$ cat config.mk
export PLATFORM = sky130hd
export DESIGN_NAME = linear_ramp_slot_pool_unit
export DESIGN_NICKNAME = d
export VERILOG_FILES = /design/src/sv/lrsp_pkg.sv /design/src/sv/linear_ramp_slot_pool_unit.sv /design/src/sv/lrsp_div.sv /design/src/sv/lrsp_dp.sv /design/src/sv/lrsp_ctrl.sv
export SDC_FILE = /design/constraint.sdc
export NUM_CORES = 2
export LEC_CHECK = 0
export BUFFER_PORTS_ARGS = -buffer_cell sky130_fd_sc_hd__buf_2
export CAP_MARGIN = 0
export CORE_MARGIN = 2
export CORE_UTILIZATION = 44
export DETAILED_ROUTE_END_ITERATION = 7
export GPL_ROUTABILITY_DRIVEN = 0
export MAX_ROUTING_LAYER = met4
export SYNTH_ARGS = -nofsm -noshare
export SYNTH_HDL_FRONTEND = slang
export SYNTH_SLANG_ARGS = --single-unit
$ cat constraint.sdc
create_clock -name clk -period 24.5 [get_ports clk]
set_input_delay 4.9 -clock clk [delete_from_list [all_inputs] [get_ports clk]]
set_output_delay 4.9 -clock clk [all_outputs]
set_load 0.02 [all_outputs]
$ cat src/sv/lrsp_pkg.sv
`timescale 1ns / 1ps
// ----------------------------------------------------------------------------
// lrsp_pkg
// Shared types and constants of the linear ramp slot pool.
// ----------------------------------------------------------------------------
package lrsp_pkg;

  localparam int SLOTS_DEF   = 16;
  localparam int MAX_OUT     = 16;
  localparam int OUT_CNT_W   = 5;
  localparam int SLOT_FLD_W  = 6;
  localparam int TGT_W       = 16;
  localparam int VAL_W       = 32;
  localparam int DUR_W       = 20;
  localparam int TIME_W      = 32;
  localparam int BEGIN_W     = 33;
  localparam int DIFF_W      = 33;
  localparam int PROD_W      = 53;

  localparam logic KIND_TICK = 1'b0;
  localparam logic KIND_ADD  = 1'b1;
  localparam logic RES_ADD   = 1'b0;
  localparam logic RES_WRITE = 1'b1;

  // controller to datapath
  typedef struct packed {
    logic cap_in;
    logic time_inc;
    logic idx_clr;
    logic idx_inc;
    logic scan_ev;
    logic add_wr;
    logic out_add;
    logic fin;
    logic mul;
    logic div_start;
    logic res_ramp;
    logic pend_push;
    logic pend_load;
    logic pend_flush;
  } cmd_t;

  // datapath to controller
  typedef struct packed {
    logic last_idx;
    logic cls_skip;
    logic cls_fin;
    logic div_busy;
    logic out_free;
    logic pend_v;
  } sts_t;

endpackage

$ cat src/sv/linear_ramp_slot_pool_unit.sv
`timescale 1ns / 1ps
// ----------------------------------------------------------------------------
// linear_ramp_slot_pool_unit
// Pool of linear ramp generators stepped by a millisecond tick.
// ----------------------------------------------------------------------------
// add item: scans every slot for a duplicate target and a free slot, then writes and reports
// tick item: steps time and walks the slots; idle slots are skipped, finishing slots
//   take their goal value, ramping slots pass a multiply and the 53-step serial divider
// one item at a time; results leave through an output register, which out_ready can stall
// reset: synchronous active low, clears time, slot activity and control state
module linear_ramp_slot_pool_unit #(
  parameter int SLOTS = lrsp_pkg::SLOTS_DEF
) (
  input  logic                               clk,
  input  logic                               rst_n,
  input  logic                               in_valid,
  output logic                               in_ready,
  input  logic                               in_kind,
  input  logic [lrsp_pkg::TGT_W-1:0]         in_target_id,
  input  logic signed [lrsp_pkg::VAL_W-1:0]  in_start_value,
  input  logic signed [lrsp_pkg::VAL_W-1:0]  in_end_value,
  input  logic [lrsp_pkg::DUR_W-1:0]         in_duration,
  input  logic [lrsp_pkg::DUR_W-1:0]         in_start_delay,
  input  logic                               in_skip_duplicate_check,
  output logic                               out_valid,
  input  logic                               out_ready,
  output logic                               out_result_kind,
  output logic                               out_accepted,
  output logic [lrsp_pkg::SLOT_FLD_W-1:0]    out_slot,
  output logic [lrsp_pkg::TGT_W-1:0]         out_write_target,
  output logic signed [lrsp_pkg::VAL_W-1:0]  out_write_value,
  output logic                               out_ramp_done,
  output logic                               out_last
);
  lrsp_pkg::cmd_t cmd;
  lrsp_pkg::sts_t sts;

  lrsp_ctrl u_ctrl (
    .clk     (clk),
    .rst_n   (rst_n),
    .in_valid(in_valid),
    .in_kind (in_kind),
    .in_ready(in_ready),
    .sts     (sts),
    .cmd     (cmd)
  );

  lrsp_dp #(
    .SLOTS(SLOTS)
  ) u_dp (
    .clk                    (clk),
    .rst_n                  (rst_n),
    .cmd                    (cmd),
    .sts                    (sts),
    .in_target_id           (in_target_id),
    .in_start_value         (in_start_value),
    .in_end_value           (in_end_value),
    .in_duration            (in_duration),
    .in_start_delay         (in_start_delay),
    .in_skip_duplicate_check(in_skip_duplicate_check),
    .out_valid              (out_valid),
    .out_ready              (out_ready),
    .out_result_kind        (out_result_kind),
    .out_accepted           (out_accepted),
    .out_slot               (out_slot),
    .out_write_target       (out_write_target),
    .out_write_value        (out_write_value),
    .out_ramp_done          (out_ramp_done),
    .out_last               (out_last)
  );

endmodule

$ cat src/sv/lrsp_div.sv
`timescale 1ns / 1ps
// ----------------------------------------------------------------------------
// lrsp_div
// Restoring unsigned divider, one quotient bit per cycle.
// ----------------------------------------------------------------------------
module lrsp_div #(
  parameter int NUM_W = lrsp_pkg::PROD_W,
  parameter int DEN_W = lrsp_pkg::DUR_W
) (
  input  logic             clk,
  input  logic             rst_n,
  input  logic             start,
  input  logic [NUM_W-1:0] num,
  input  logic [DEN_W-1:0] den,
  output logic             busy,
  output logic [NUM_W-1:0] quo
);
  localparam int CNT_W = $clog2(NUM_W + 1);

  logic             busy_r;
  logic [CNT_W-1:0] cnt_r;
  logic [NUM_W-1:0] q_r;
  logic [DEN_W-1:0] rem_r;
  logic [DEN_W-1:0] den_r;
  logic [DEN_W:0]   rem_sh;
  logic [DEN_W:0]   rem_sub;
  logic             ge;

  assign rem_sh  = {rem_r, q_r[NUM_W-1]};
  assign ge      = rem_sh >= {1'b0, den_r};
  assign rem_sub = rem_sh - {1'b0, den_r};

  always_ff @(posedge clk) begin
    if (!rst_n) begin
      busy_r <= 1'b0;
      cnt_r  <= '0;
    end else if (start) begin
      busy_r <= 1'b1;
      cnt_r  <= CNT_W'(NUM_W);
    end else if (busy_r) begin
      cnt_r <= cnt_r - 1'b1;
      if (cnt_r == CNT_W'(1)) begin
        busy_r <= 1'b0;
      end
    end
  end

  always_ff @(posedge clk) begin
    if (start) begin
      q_r   <= num;
      rem_r <= '0;
      den_r <= den;
    end else if (busy_r) begin
      rem_r <= ge ? rem_sub[DEN_W-1:0] : rem_sh[DEN_W-1:0];
      q_r   <= {q_r[NUM_W-2:0], ge};
    end
  end

  assign busy = busy_r;
  assign quo  = q_r;

endmodule

$ cat src/sv/lrsp_dp.sv
`timescale 1ns / 1ps
// ----------------------------------------------------------------------------
// lrsp_dp
// Slot memory, time counter, ramp arithmetic and result registers.
// ----------------------------------------------------------------------------
module lrsp_dp #(
  parameter int SLOTS = lrsp_pkg::SLOTS_DEF
) (
  input  logic                                 clk,
  input  logic                                 rst_n,
  input  lrsp_pkg::cmd_t                       cmd,
  output lrsp_pkg::sts_t                       sts,
  input  logic [lrsp_pkg::TGT_W-1:0]           in_target_id,
  input  logic signed [lrsp_pkg::VAL_W-1:0]    in_start_value,
  input  logic signed [lrsp_pkg::VAL_W-1:0]    in_end_value,
  input  logic [lrsp_pkg::DUR_W-1:0]           in_duration,
  input  logic [lrsp_pkg::DUR_W-1:0]           in_start_delay,
  input  logic                                 in_skip_duplicate_check,
  output logic                                 out_valid,
  input  logic                                 out_ready,
  output logic                                 out_result_kind,
  output logic                                 out_accepted,
  output logic [lrsp_pkg::SLOT_FLD_W-1:0]      out_slot,
  output logic [lrsp_pkg::TGT_W-1:0]           out_write_target,
  output logic signed [lrsp_pkg::VAL_W-1:0]    out_write_value,
  output logic                                 out_ramp_done,
  output logic                                 out_last
);
  localparam int IDX_W = (SLOTS > 1) ? $clog2(SLOTS) : 1;
  localparam int TGT_W = lrsp_pkg::TGT_W;
  localparam int VAL_W = lrsp_pkg::VAL_W;
  localparam int DUR_W = lrsp_pkg::DUR_W;
  localparam int BEG_W = lrsp_pkg::BEGIN_W;

  typedef struct packed {
    logic [TGT_W-1:0] tgt;
    logic [VAL_W-1:0] origin;
    logic [VAL_W-1:0] goal;
    logic [BEG_W-1:0] begin_t;
    logic [DUR_W-1:0] len;
  } ent_t;

  ent_t                        slot_mem [SLOTS];
  ent_t                        rd_r;
  ent_t                        wr_ent;
  logic [SLOTS-1:0]            active_r;
  logic [lrsp_pkg::TIME_W-1:0] time_r;
  logic [IDX_W-1:0]            idx_r;

  logic [TGT_W-1:0]            tgt_in_r;
  logic [VAL_W-1:0]            start_in_r;
  logic [VAL_W-1:0]            end_in_r;
  logic [DUR_W-1:0]            dur_in_r;
  logic [DUR_W-1:0]            delay_in_r;
  logic                        skip_in_r;

  logic                        dup_r;
  logic                        found_r;
  logic [IDX_W-1:0]            free_r;
  logic                        add_ok;

  logic [BEG_W-1:0]            now33;
  logic [BEG_W:0]              end34;
  logic [lrsp_pkg::DIFF_W-1:0] diff;
  logic [lrsp_pkg::DIFF_W-1:0] mag;
  logic [BEG_W-1:0]            elapsed;
  logic [lrsp_pkg::PROD_W-1:0] prod_r;
  logic                        neg_r;
  logic                        div_busy;
  logic [lrsp_pkg::PROD_W-1:0] quo;
  logic [lrsp_pkg::DIFF_W:0]   q_sgn;

  logic [VAL_W-1:0]            res_val_r;
  logic                        res_done_r;

  logic                        pend_v_r;
  logic [IDX_W-1:0]            pend_slot_r;
  logic [TGT_W-1:0]            pend_tgt_r;
  logic [VAL_W-1:0]            pend_val_r;
  logic                        pend_done_r;

  logic                        out_valid_r;
  logic                        out_kind_r;
  logic                        out_acc_r;
  logic [IDX_W-1:0]            out_slot_r;
  logic [TGT_W-1:0]            out_tgt_r;
  logic [VAL_W-1:0]            out_val_r;
  logic                        out_done_r;
  logic                        out_last_r;
  logic                        out_free;

  assign add_ok   = found_r && (skip_in_r || !dup_r);
  assign out_free = !out_valid_r || out_ready;

  assign now33   = {1'b0, time_r};
  assign end34   = {1'b0, rd_r.begin_t} + {{(BEG_W + 1 - DUR_W){1'b0}}, rd_r.len};
  assign diff    = {rd_r.goal[VAL_W-1], rd_r.goal} - {rd_r.origin[VAL_W-1], rd_r.origin};
  assign mag     = diff[lrsp_pkg::DIFF_W-1] ? -diff : diff;
  assign elapsed = now33 - rd_r.begin_t;
  assign q_sgn   = neg_r ? -{1'b0, quo[lrsp_pkg::DIFF_W-1:0]}
                         : {1'b0, quo[lrsp_pkg::DIFF_W-1:0]};

  assign wr_ent.tgt     = tgt_in_r;
  assign wr_ent.origin  = start_in_r;
  assign wr_ent.goal    = end_in_r;
  assign wr_ent.begin_t = now33 + {{(BEG_W - DUR_W){1'b0}}, delay_in_r};
  assign wr_ent.len     = dur_in_r;

  lrsp_div #(
    .NUM_W(lrsp_pkg::PROD_W),
    .DEN_W(DUR_W)
  ) u_div (
    .clk  (clk),
    .rst_n(rst_n),
    .start(cmd.div_start),
    .num  (prod_r),
    .den  (rd_r.len),
    .busy (div_busy),
    .quo  (quo)
  );

  // slot memory: one write, one registered read
  always_ff @(posedge clk) begin
    if (cmd.add_wr && add_ok) begin
      slot_mem[free_r] <= wr_ent;
    end
    rd_r <= slot_mem[idx_r];
  end

  // control state
  always_ff @(posedge clk) begin
    if (!rst_n) begin
      time_r      <= '0;
      active_r    <= '0;
      pend_v_r    <= 1'b0;
      out_valid_r <= 1'b0;
    end else begin
      if (cmd.time_inc) begin
        time_r <= time_r + 1'b1;
      end
      if (cmd.add_wr && add_ok) begin
        active_r[free_r] <= 1'b1;
      end
      if (cmd.fin) begin
        active_r[idx_r] <= 1'b0;
      end
      if (cmd.pend_load) begin
        pend_v_r <= 1'b1;
      end else if (cmd.pend_flush) begin
        pend_v_r <= 1'b0;
      end
      if (cmd.out_add || cmd.pend_push || cmd.pend_flush) begin
        out_valid_r <= 1'b1;
      end else if (out_ready) begin
        out_valid_r <= 1'b0;
      end
    end
  end

  // payload
  always_ff @(posedge clk) begin
    if (cmd.cap_in) begin
      tgt_in_r   <= in_target_id;
      start_in_r <= in_start_value;
      end_in_r   <= in_end_value;
      dur_in_r   <= in_duration;
      delay_in_r <= in_start_delay;
      skip_in_r  <= in_skip_duplicate_check;
      dup_r      <= 1'b0;
      found_r    <= 1'b0;
      free_r     <= '0;
    end else if (cmd.scan_ev) begin
      if (active_r[idx_r] && rd_r.tgt == tgt_in_r) begin
        dup_r <= 1'b1;
      end
      if (!active_r[idx_r] && !found_r) begin
        found_r <= 1'b1;
        free_r  <= idx_r;
      end
    end

    if (cmd.idx_clr) begin
      idx_r <= '0;
    end else if (cmd.idx_inc) begin
      idx_r <= idx_r + 1'b1;
    end

    if (cmd.mul) begin
      prod_r <= lrsp_pkg::PROD_W'(mag) * lrsp_pkg::PROD_W'(elapsed[DUR_W-1:0]);
      neg_r  <= diff[lrsp_pkg::DIFF_W-1];
    end

    if (cmd.fin) begin
      res_val_r  <= rd_r.goal;
      res_done_r <= 1'b1;
    end else if (cmd.res_ramp) begin
      res_val_r  <= rd_r.origin + q_sgn[VAL_W-1:0];
      res_done_r <= 1'b0;
    end

    if (cmd.pend_load) begin
      pend_slot_r <= idx_r;
      pend_tgt_r  <= rd_r.tgt;
      pend_val_r  <= res_val_r;
      pend_done_r <= res_done_r;
    end

    if (cmd.out_add) begin
      out_kind_r <= lrsp_pkg::RES_ADD;
      out_acc_r  <= add_ok;
      out_slot_r <= add_ok ? free_r : '0;
      out_tgt_r  <= '0;
      out_val_r  <= '0;
      out_done_r <= 1'b0;
      out_last_r <= 1'b1;
    end else if (cmd.pend_push || cmd.pend_flush) begin
      out_kind_r <= lrsp_pkg::RES_WRITE;
      out_acc_r  <= 1'b0;
      out_slot_r <= pend_slot_r;
      out_tgt_r  <= pend_tgt_r;
      out_val_r  <= pend_val_r;
      out_done_r <= pend_done_r;
      out_last_r <= cmd.pend_flush;
    end
  end

  assign sts.last_idx = idx_r == IDX_W'(SLOTS - 1);
  assign sts.cls_skip = !active_r[idx_r] || now33 < rd_r.begin_t;
  assign sts.cls_fin  = {1'b0, now33} >= end34;
  assign sts.div_busy = div_busy;
  assign sts.out_free = out_free;
  assign sts.pend_v   = pend_v_r;

  assign out_valid        = out_valid_r;
  assign out_result_kind  = out_kind_r;
  assign out_accepted     = out_acc_r;
  assign out_slot         = lrsp_pkg::SLOT_FLD_W'(out_slot_r);
  assign out_write_target = out_tgt_r;
  assign out_write_value  = out_val_r;
  assign out_ramp_done    = out_done_r;
  assign out_last         = out_last_r;

endmodule

$ cat src/sv/lrsp_ctrl.sv
`timescale 1ns / 1ps
// ----------------------------------------------------------------------------
// lrsp_ctrl
// Sequencer for add scans and tick walks over the slot pool.
// ----------------------------------------------------------------------------
module lrsp_ctrl (
  input  logic           clk,
  input  logic           rst_n,
  input  logic           in_valid,
  input  logic           in_kind,
  output logic           in_ready,
  input  lrsp_pkg::sts_t sts,
  output lrsp_pkg::cmd_t cmd
);
  typedef enum logic [3:0] {
    S_IDLE, S_A_RD, S_A_EV, S_A_RESP,
    S_T_RD, S_T_EV, S_T_DST, S_T_DIV, S_T_RES, S_T_EMIT, S_T_FLUSH
  } state_t;

  state_t                          state_r, state_nxt;
  logic [lrsp_pkg::OUT_CNT_W-1:0]  cnt_r, cnt_nxt;

  always_comb begin
    state_nxt = state_r;
    cnt_nxt   = cnt_r;
    cmd       = '0;
    in_ready  = 1'b0;
    case (state_r)
      S_IDLE: begin
        in_ready = 1'b1;
        if (in_valid) begin
          cmd.cap_in  = 1'b1;
          cmd.idx_clr = 1'b1;
          cnt_nxt     = '0;
          if (in_kind == lrsp_pkg::KIND_ADD) begin
            state_nxt = S_A_RD;
          end else begin
            cmd.time_inc = 1'b1;
            state_nxt    = S_T_RD;
          end
        end
      end
      S_A_RD: state_nxt = S_A_EV;
      S_A_EV: begin
        cmd.scan_ev = 1'b1;
        if (sts.last_idx) begin
          state_nxt = S_A_RESP;
        end else begin
          cmd.idx_inc = 1'b1;
          state_nxt   = S_A_RD;
        end
      end
      S_A_RESP: begin
        if (sts.out_free) begin
          cmd.add_wr  = 1'b1;
          cmd.out_add = 1'b1;
          state_nxt   = S_IDLE;
        end
      end
      S_T_RD: state_nxt = S_T_EV;
      S_T_EV: begin
        if (sts.cls_skip) begin
          if (sts.last_idx) begin
            state_nxt = S_T_FLUSH;
          end else begin
            cmd.idx_inc = 1'b1;
            state_nxt   = S_T_RD;
          end
        end else if (sts.cls_fin) begin
          cmd.fin   = 1'b1;
          state_nxt = S_T_EMIT;
        end else begin
          cmd.mul   = 1'b1;
          state_nxt = S_T_DST;
        end
      end
      S_T_DST: begin
        cmd.div_start = 1'b1;
        state_nxt     = S_T_DIV;
      end
      S_T_DIV: begin
        if (!sts.div_busy) begin
          state_nxt = S_T_RES;
        end
      end
      S_T_RES: begin
        cmd.res_ramp = 1'b1;
        state_nxt    = S_T_EMIT;
      end
      S_T_EMIT: begin
        // beyond the result cap the write still happens but is not reported
        if (cnt_r != lrsp_pkg::OUT_CNT_W'(lrsp_pkg::MAX_OUT) &&
            sts.pend_v && !sts.out_free) begin
          state_nxt = S_T_EMIT;
        end else begin
          if (cnt_r != lrsp_pkg::OUT_CNT_W'(lrsp_pkg::MAX_OUT)) begin
            cmd.pend_push = sts.pend_v;
            cmd.pend_load = 1'b1;
            cnt_nxt       = cnt_r + 1'b1;
          end
          if (sts.last_idx) begin
            state_nxt = S_T_FLUSH;
          end else begin
            cmd.idx_inc = 1'b1;
            state_nxt   = S_T_RD;
          end
        end
      end
      S_T_FLUSH: begin
        if (!sts.pend_v) begin
          state_nxt = S_IDLE;
        end else if (sts.out_free) begin
          cmd.pend_flush = 1'b1;
          state_nxt      = S_IDLE;
        end
      end
      default: state_nxt = S_IDLE;
    endcase
  end

  always_ff @(posedge clk) begin
    if (!rst_n) begin
      state_r <= S_IDLE;
      cnt_r   <= '0;
    end else begin
      state_r <= state_nxt;
      cnt_r   <= cnt_nxt;
    end
  end

endmodule
# Word level (Yosys, flattened, before mapping)
# Memories as Yosys holds them, arrays and structs flattened. A register that Yosys moved wholly into a read port is not among the register bits.
# Index checks and enable logic that the tools add are counted.
[totals]
ff_bits = 486
latchBits = 0
mem_bits_rw = 2128
mem_bits_ro = 0
inputBits = 126
out_inout_bits = 60
word_cells = 181
n_memories = 1
[op_classes]
n_addsub = 12
mul = 1
div_mod_pow = 0
magnitude_cmp = 7
eq_ne = 18
shift = 0
muxes = 70
bitwise = 4
n_reduce_logical = 31
[mem_list]
columns = ["memory", "depth", "width", "read_ports", "rd_ports_with_merged_regs", "wr", "line", "source"]
rows = [
  ["u_dp.slot_mem", 16, 133, 1, 1, 1, "lrsp_dp.sv:43", "ent_t slot_mem [SLOTS];"],
]
[ops]
columns = ["operator", "n"]
rows = [
  ["53-bit 2-to-1 mux", 2],
  ["32-bit 2-to-1 mux", 3],
  ["33-bit by 20-bit multiplier with 53-bit output", 1],
  ["16-bit 2-to-1 mux", 3],
  ["4-bit 2-to-1 mux", 11],
  ["4-bit case mux with 11 select lines", 1],
  ["20-bit subtractor", 2],
  ["33-bit by 20-bit adder with 34-bit output", 1],
  ["32-bit by 34-bit >= comparator with 1-bit output", 1],
  ["32-bit by 20-bit adder with 33-bit output", 1],
  ["32-bit by 33-bit < comparator with 1-bit output", 1],
  ["33-bit 2-to-1 mux", 1],
  ["33-bit negation", 1],
  ["32-bit by 32-bit subtractor with 33-bit output", 1],
  ["32-bit by 1-bit adder with 32-bit output, second input constant", 1],
  ["32-bit adder", 1],
  ["32-bit negation", 1],
  ["1-bit 2-to-1 mux", 27],
  ["21-bit by 20-bit >= comparator with 1-bit output", 1],
  ["20-bit 2-to-1 mux", 1],
  ["16-bit AND", 1],
  ["16-bit == test", 1],
  ["4-bit by 3-bit == test with 1-bit output, second input constant", 4],
  ["4-bit == test, second input constant", 4],
  ["30 further kinds", 71],
]

# Longest topological paths before layout
[depth]
depth_word = 9
ltp_mapped = 44
mapped_depth_nobuf = 41

# By module
# From an unflattened synthesis, not the netlist that was laid out.
[hier_totals]
hier_cells = 8384
hier_area_um2 = 132005.4
[by_module_without_submodules]
columns = ["mod", "instances", "cells_per_inst", "area_each_um2"]
rows = [
  ["lrsp_dp", 1, 7810, 125875.7],
  ["lrsp_div", 1, 464, 5315.1],
  ["lrsp_ctrl", 1, 110, 814.5],
]

# Least setup slack after synthesis
# OpenSTA, ideal clock, no wires.
[synth_path]
kind = "input to register"
startpoint = "input port out_ready"
endpoint = "register u_dp.active_r[4]"
setup_ns = 0.108
arrival_ns = 16.108
required_ns = 24.392
path_slack_ns = 8.284
path_stages = 8
n_path_buf = 0
cell_sequence = "nand2b_1 > nand4_1 > nor3_1 > nand2_1 > or2_2 > nor3_1 > o21ai_0 > a31oi_1"
[synth_via]
elab_chain_len = 8
[synth_lines]
columns = ["item", "line", "source"]
rows = [
  ["start: declaration", "linear_ramp_slot_pool_unit.sv:26", "input logic out_ready,"],
  ["1-bit logical OR (*)", "lrsp_dp.sv:93", "assign out_free = !out_valid_r || out_ready;"],
  ["2-bit 2-to-1 mux (*)", "lrsp_ctrl.sv:54", "if (sts.out_free) begin"],
  ["2-bit 2-to-1 mux (*)", "lrsp_ctrl.sv:28", "case (state_r)"],
  ["1-bit logical AND (*)", "lrsp_dp.sv:141", "if (cmd.add_wr && add_ok) begin"],
  ["16-bit 2-to-1 mux (*)", "lrsp_dp.sv:141", ""],
  ["16-bit 2-to-1 mux (*)", "lrsp_dp.sv:132", "if (!rst_n) begin"],
  ["16-bit AND (no source line)", "-", ""],
  ["16-bit 2-to-1 mux (*)", "lrsp_dp.sv:144", "if (cmd.fin) begin"],
  ["end signal: assignment", "lrsp_dp.sv:134", "active_r <= '0;"],
  ["end signal: indexed assignment", "lrsp_dp.sv:142", "active_r[free_r] <= 1'b1;"],
  ["end signal: indexed assignment", "lrsp_dp.sv:145", "active_r[idx_r] <= 1'b0;"],
  ["end: declaration", "lrsp_dp.sv:46", "logic [SLOTS-1:0] active_r;"],
]
# Mark *: on every way between the ends. The rest lies on a longest branch, timed or not. The select of a mux whose other input is x is not followed.
# A chain may end at the register's enable or synchronous reset.

# Worst setup path in the final report
[layout_path]
startpoint = "register u_dp.rd_r[53] (netlist name)"
endpoint = "register u_dp.prod_r[51] (netlist name), data pin"
[layout_via]
elab_chain_len = 4
[layout_lines]
columns = ["item", "line", "source"]
rows = [
  ["32-bit by 32-bit subtractor with 33-bit output (*)", "lrsp_dp.sv:97", "assign diff = {rd_r.goal[VAL_W-1], rd_r.goal} - {rd_r.origin[VAL_W-1], rd_r.origin};"],
  ["33-bit negation", "lrsp_dp.sv:98", "assign mag = diff[lrsp_pkg::DIFF_W-1] ? -diff : diff;"],
  ["33-bit 2-to-1 mux (*)", "lrsp_dp.sv:98", ""],
  ["33-bit by 20-bit multiplier with 53-bit output (*)", "lrsp_dp.sv:189", "prod_r <= lrsp_pkg::PROD_W'(mag) * lrsp_pkg::PROD_W'(elapsed[DUR_W-1:0]);"],
  ["end signal: assignment", "lrsp_dp.sv:189", ""],
  ["end: declaration", "lrsp_dp.sv:67", "logic [lrsp_pkg::PROD_W-1:0] prod_r;"],
]
# Mark *: on every way between the ends. The rest lies on a longest branch, timed or not.

==> results.json <==
{
  "status": "finished clean",
  "cts.path.max_buffers": 4,
  "r2r_cells": 39,
  "area_growth_pct": 11.93,
  "cts_made_buffers": 280,
  "crit_type": "flop to flop",
  "arrival_ps": 13440,
  "hold_path.class": "flop to flop",
  "grt_remaining_overflow": 0,
  "yosys_warnings": 0,
  "synth-async-reset-ratio_pct": 0,
  "cts_resized": 0,
  "synth_top_area_cell": "edfxtp_1",
  "setup_slack_ps": 11670,
  "initial_core_util_pct": 44.28,
  "yosys.area.top_type_share_pct": 56.87,
  "ys_ff_latch": 2747,
  "die_area_um2": 300300,
  "synth_edf_count": 2466,
  "syn_inst": 8254,
  "synth-main-ff-cell": "edfxtp_1",
  "hold_buffers": 0,
  "required_ps": 25110,
  "maxSlewHeadroom_pct": 3.625,
  "finalWirelength_um": 341300,
  "cts_sinks": 2747,
  "die_w_um": 548.0,
  "worstSetupStartpointType": "flop",
  "crit_path_max_incr_delay_ps": 1030,
  "instances_no_fill": 12700,
  "yosysMostFrequentCell": "edfxtp_1",
  "clock_skew_ps": 68.84,
  "clockRootBuffer": "clkbuf_16",
  "rsz0062_at_grt": "no",
  "maxCapViolations": 0,
  "period_share_pct": 52.37,
  "antenna_found_initial": 23,
  "cp_common_cell": "fa_1",
  "syn_area_um2": 130200,
  "drt.antenna.violating_nets": 0,
  "setup_viol": 0,
  "row_count": 199,
  "path_max_fanout": 20,
  "dp.cells": 12190,
  "cts_tree": "done",
  "grt_usage_pct": 23.36,
  "viasPerCell": 5.701,
  "wire_per_inst_um": 26.87,
  "worst-slew-pin-transition_ps": 1441,
  "seq_area_frac_synth_pct": 61.19,
  "dpl_worst_slack_ps": 11790,
  "core_um2": 294100,
  "vias": 72390,
  "holdPathStages": 0,
  "cts_setup_buffers": 0,
  "setup_tns_ps": 0,
  "path_clk_slew_ps": 60,
  "numPortBuffers": 183,
  "drt_drc_violations_left": 0,
  "grt_max_degree": 110,
  "synthTopCellsByArea": "edfxtp_1, mux4_2, fa_1, dfxtp_1, ha_1",
  "synth.distinct_cells": 84,
  "ioPinCount": 186,
  "drv_slew": 0,
  "worst_path_max_delay_cell": "xor2_1",
  "synthTopCellsByCount": "edfxtp_1, inv_1, nand2_1",
  "dr.pass1.iters": 7,
  "nNetsFinal": 9600,
  "syn_area_per_cell_um2": 15.77,
  "clock.fmax_mhz": 77.95,
  "drt_iter0_markers": 7245,
  "hold_violations": 0,
  "cp-end-kind": "flop",
  "grt_pass1_vias": 74790,
  "drive_gt1_share_pct": 17.65,
  "period_needed_ps": 12830,
  "grt_pass1_wl_um": 502100,
  "clock_latency_ps": 870,
  "dieHeight_um": 548.0,
  "htree_num_levels": 5,
  "hpwl_um": 209600
}
-- flip-flops by register name (all words and copies together) (netlist names), 53 cells and up --
name / count
u_dp.u_div.quo: 53
u_dp.prod_r: 53
u_dp.slot_mem: 2128
u_dp.rd_r: 133
-- worst paths after layout --
kind                              end          startpoint  slack [ps]
setup / recovery      u_dp.prod_r[51]       u_dp.rd_r[53]       11670
hold / removal    u_dp.pend_val_r[22]  u_dp.res_val_r[22]         410
setup reg to reg      u_dp.prod_r[51]       u_dp.rd_r[53]       11670
hold reg to reg   u_dp.pend_val_r[22]  u_dp.res_val_r[22]         410
-- cells in the final DEF, fill, tap and decap left out, types with 17 or more instances in the layout --
| cell type | count |
|---|---|
| xor2_2 | 17 |
| o21bai_1 | 22 |
| edfxtp_1 | 2466 |
| nand4_1 | 39 |
| nor3_1 | 50 |
| a211oi_1 | 25 |
| nand2_1 | 744 |
| nor2b_1 | 50 |
| clkbuf_16 | 291 |
| and3_1 | 28 |
| mux2i_1 | 17 |
| buf_2 | 183 |
| o21a_1 | 34 |
| o211ai_1 | 17 |
| bufinv_16 | 23 |
| or3_1 | 30 |
| mux4_2 | 670 |
| nand3_1 | 50 |
| xnor2_2 | 29 |
| clkinv_1 | 35 |
| xnor2_1 | 180 |
| mux2_2 | 18 |
| clkbuf_1 | 62 |
| a21oi_1 | 265 |
| a21o_1 | 87 |
| nand2b_1 | 62 |
| and2_1 | 79 |
| nor2_1 | 457 |
| a21boi_0 | 20 |
| o21ai_0 | 150 |
| inv_1 | 772 |
| buf_4 | 154 |
| xor2_1 | 105 |
| a31oi_1 | 36 |
| ha_1 | 361 |
| fa_1 | 560 |
| clkinv_2 | 42 |
| clkbuf_8 | 19 |
| dfxtp_1 | 277 |
-- kinds of logic (layout without fill, tap and decap cells) --
family	Yosys count	in the layout	synth area share, %
compound gates	759	759	3.633
xor+xnor	331	331	2.255
fa+ha+maj	921	921	12.08
buf+inv	1105	1625	3.209
flops	2747	2747	61.19
mux	705	705	11.88
other cells	1	6	0.002880
simple gates	1685	1685	5.752
-- worst max-delay path: cells and delay by family, from the launching register on --
kind / cells / cell delay (ps)
buffers and inverters: 8 / 890
XOR/XNOR: 2 / 1160
AND/OR/NAND/NOR: 7 / 2200
adder cells (fa/ha/maj): 10 / 4760
AO/OA/AOI/OAI: 12 / 3260
flip-flops: 1 / 310
-- routing by layer --
layer,global-route usage (%),wire length [um],up-vias
li1,-,-,30860
met1,32.29,146300,38420
met2,37.26,165100,2585
met3,2.381,20590,522
met4,6.170,9248,0
met5,-,0,-
-- layout make-up --
cell class	count	area, um^2
well taps	3919	4903
fillers	24410	148300
diodes	4	10.01
inverters	774	2913
clock inverters	132	1339
clock buffers	372	7776
repair buffers	347	2267
multi-input cells	4403	46840
flip-flops and latches	2747	79690
-- per-stage QoR --
stage,hold slack [ps],instance area (um^2),utilization (%)
2_1_floorplan,400.3,130200,-
3_3_place_gp,401.8,136500,46.43
3_5_place_dp,404.5,136500,46.43
4_1_cts,408.0,145700,49.53
5_1_grt,404.4,145700,49.56
6_report,408.7,145700,49.56
Power is not shown: default switching activity piles up to over one toggle a cycle in this logic, so the estimate is an artifact.
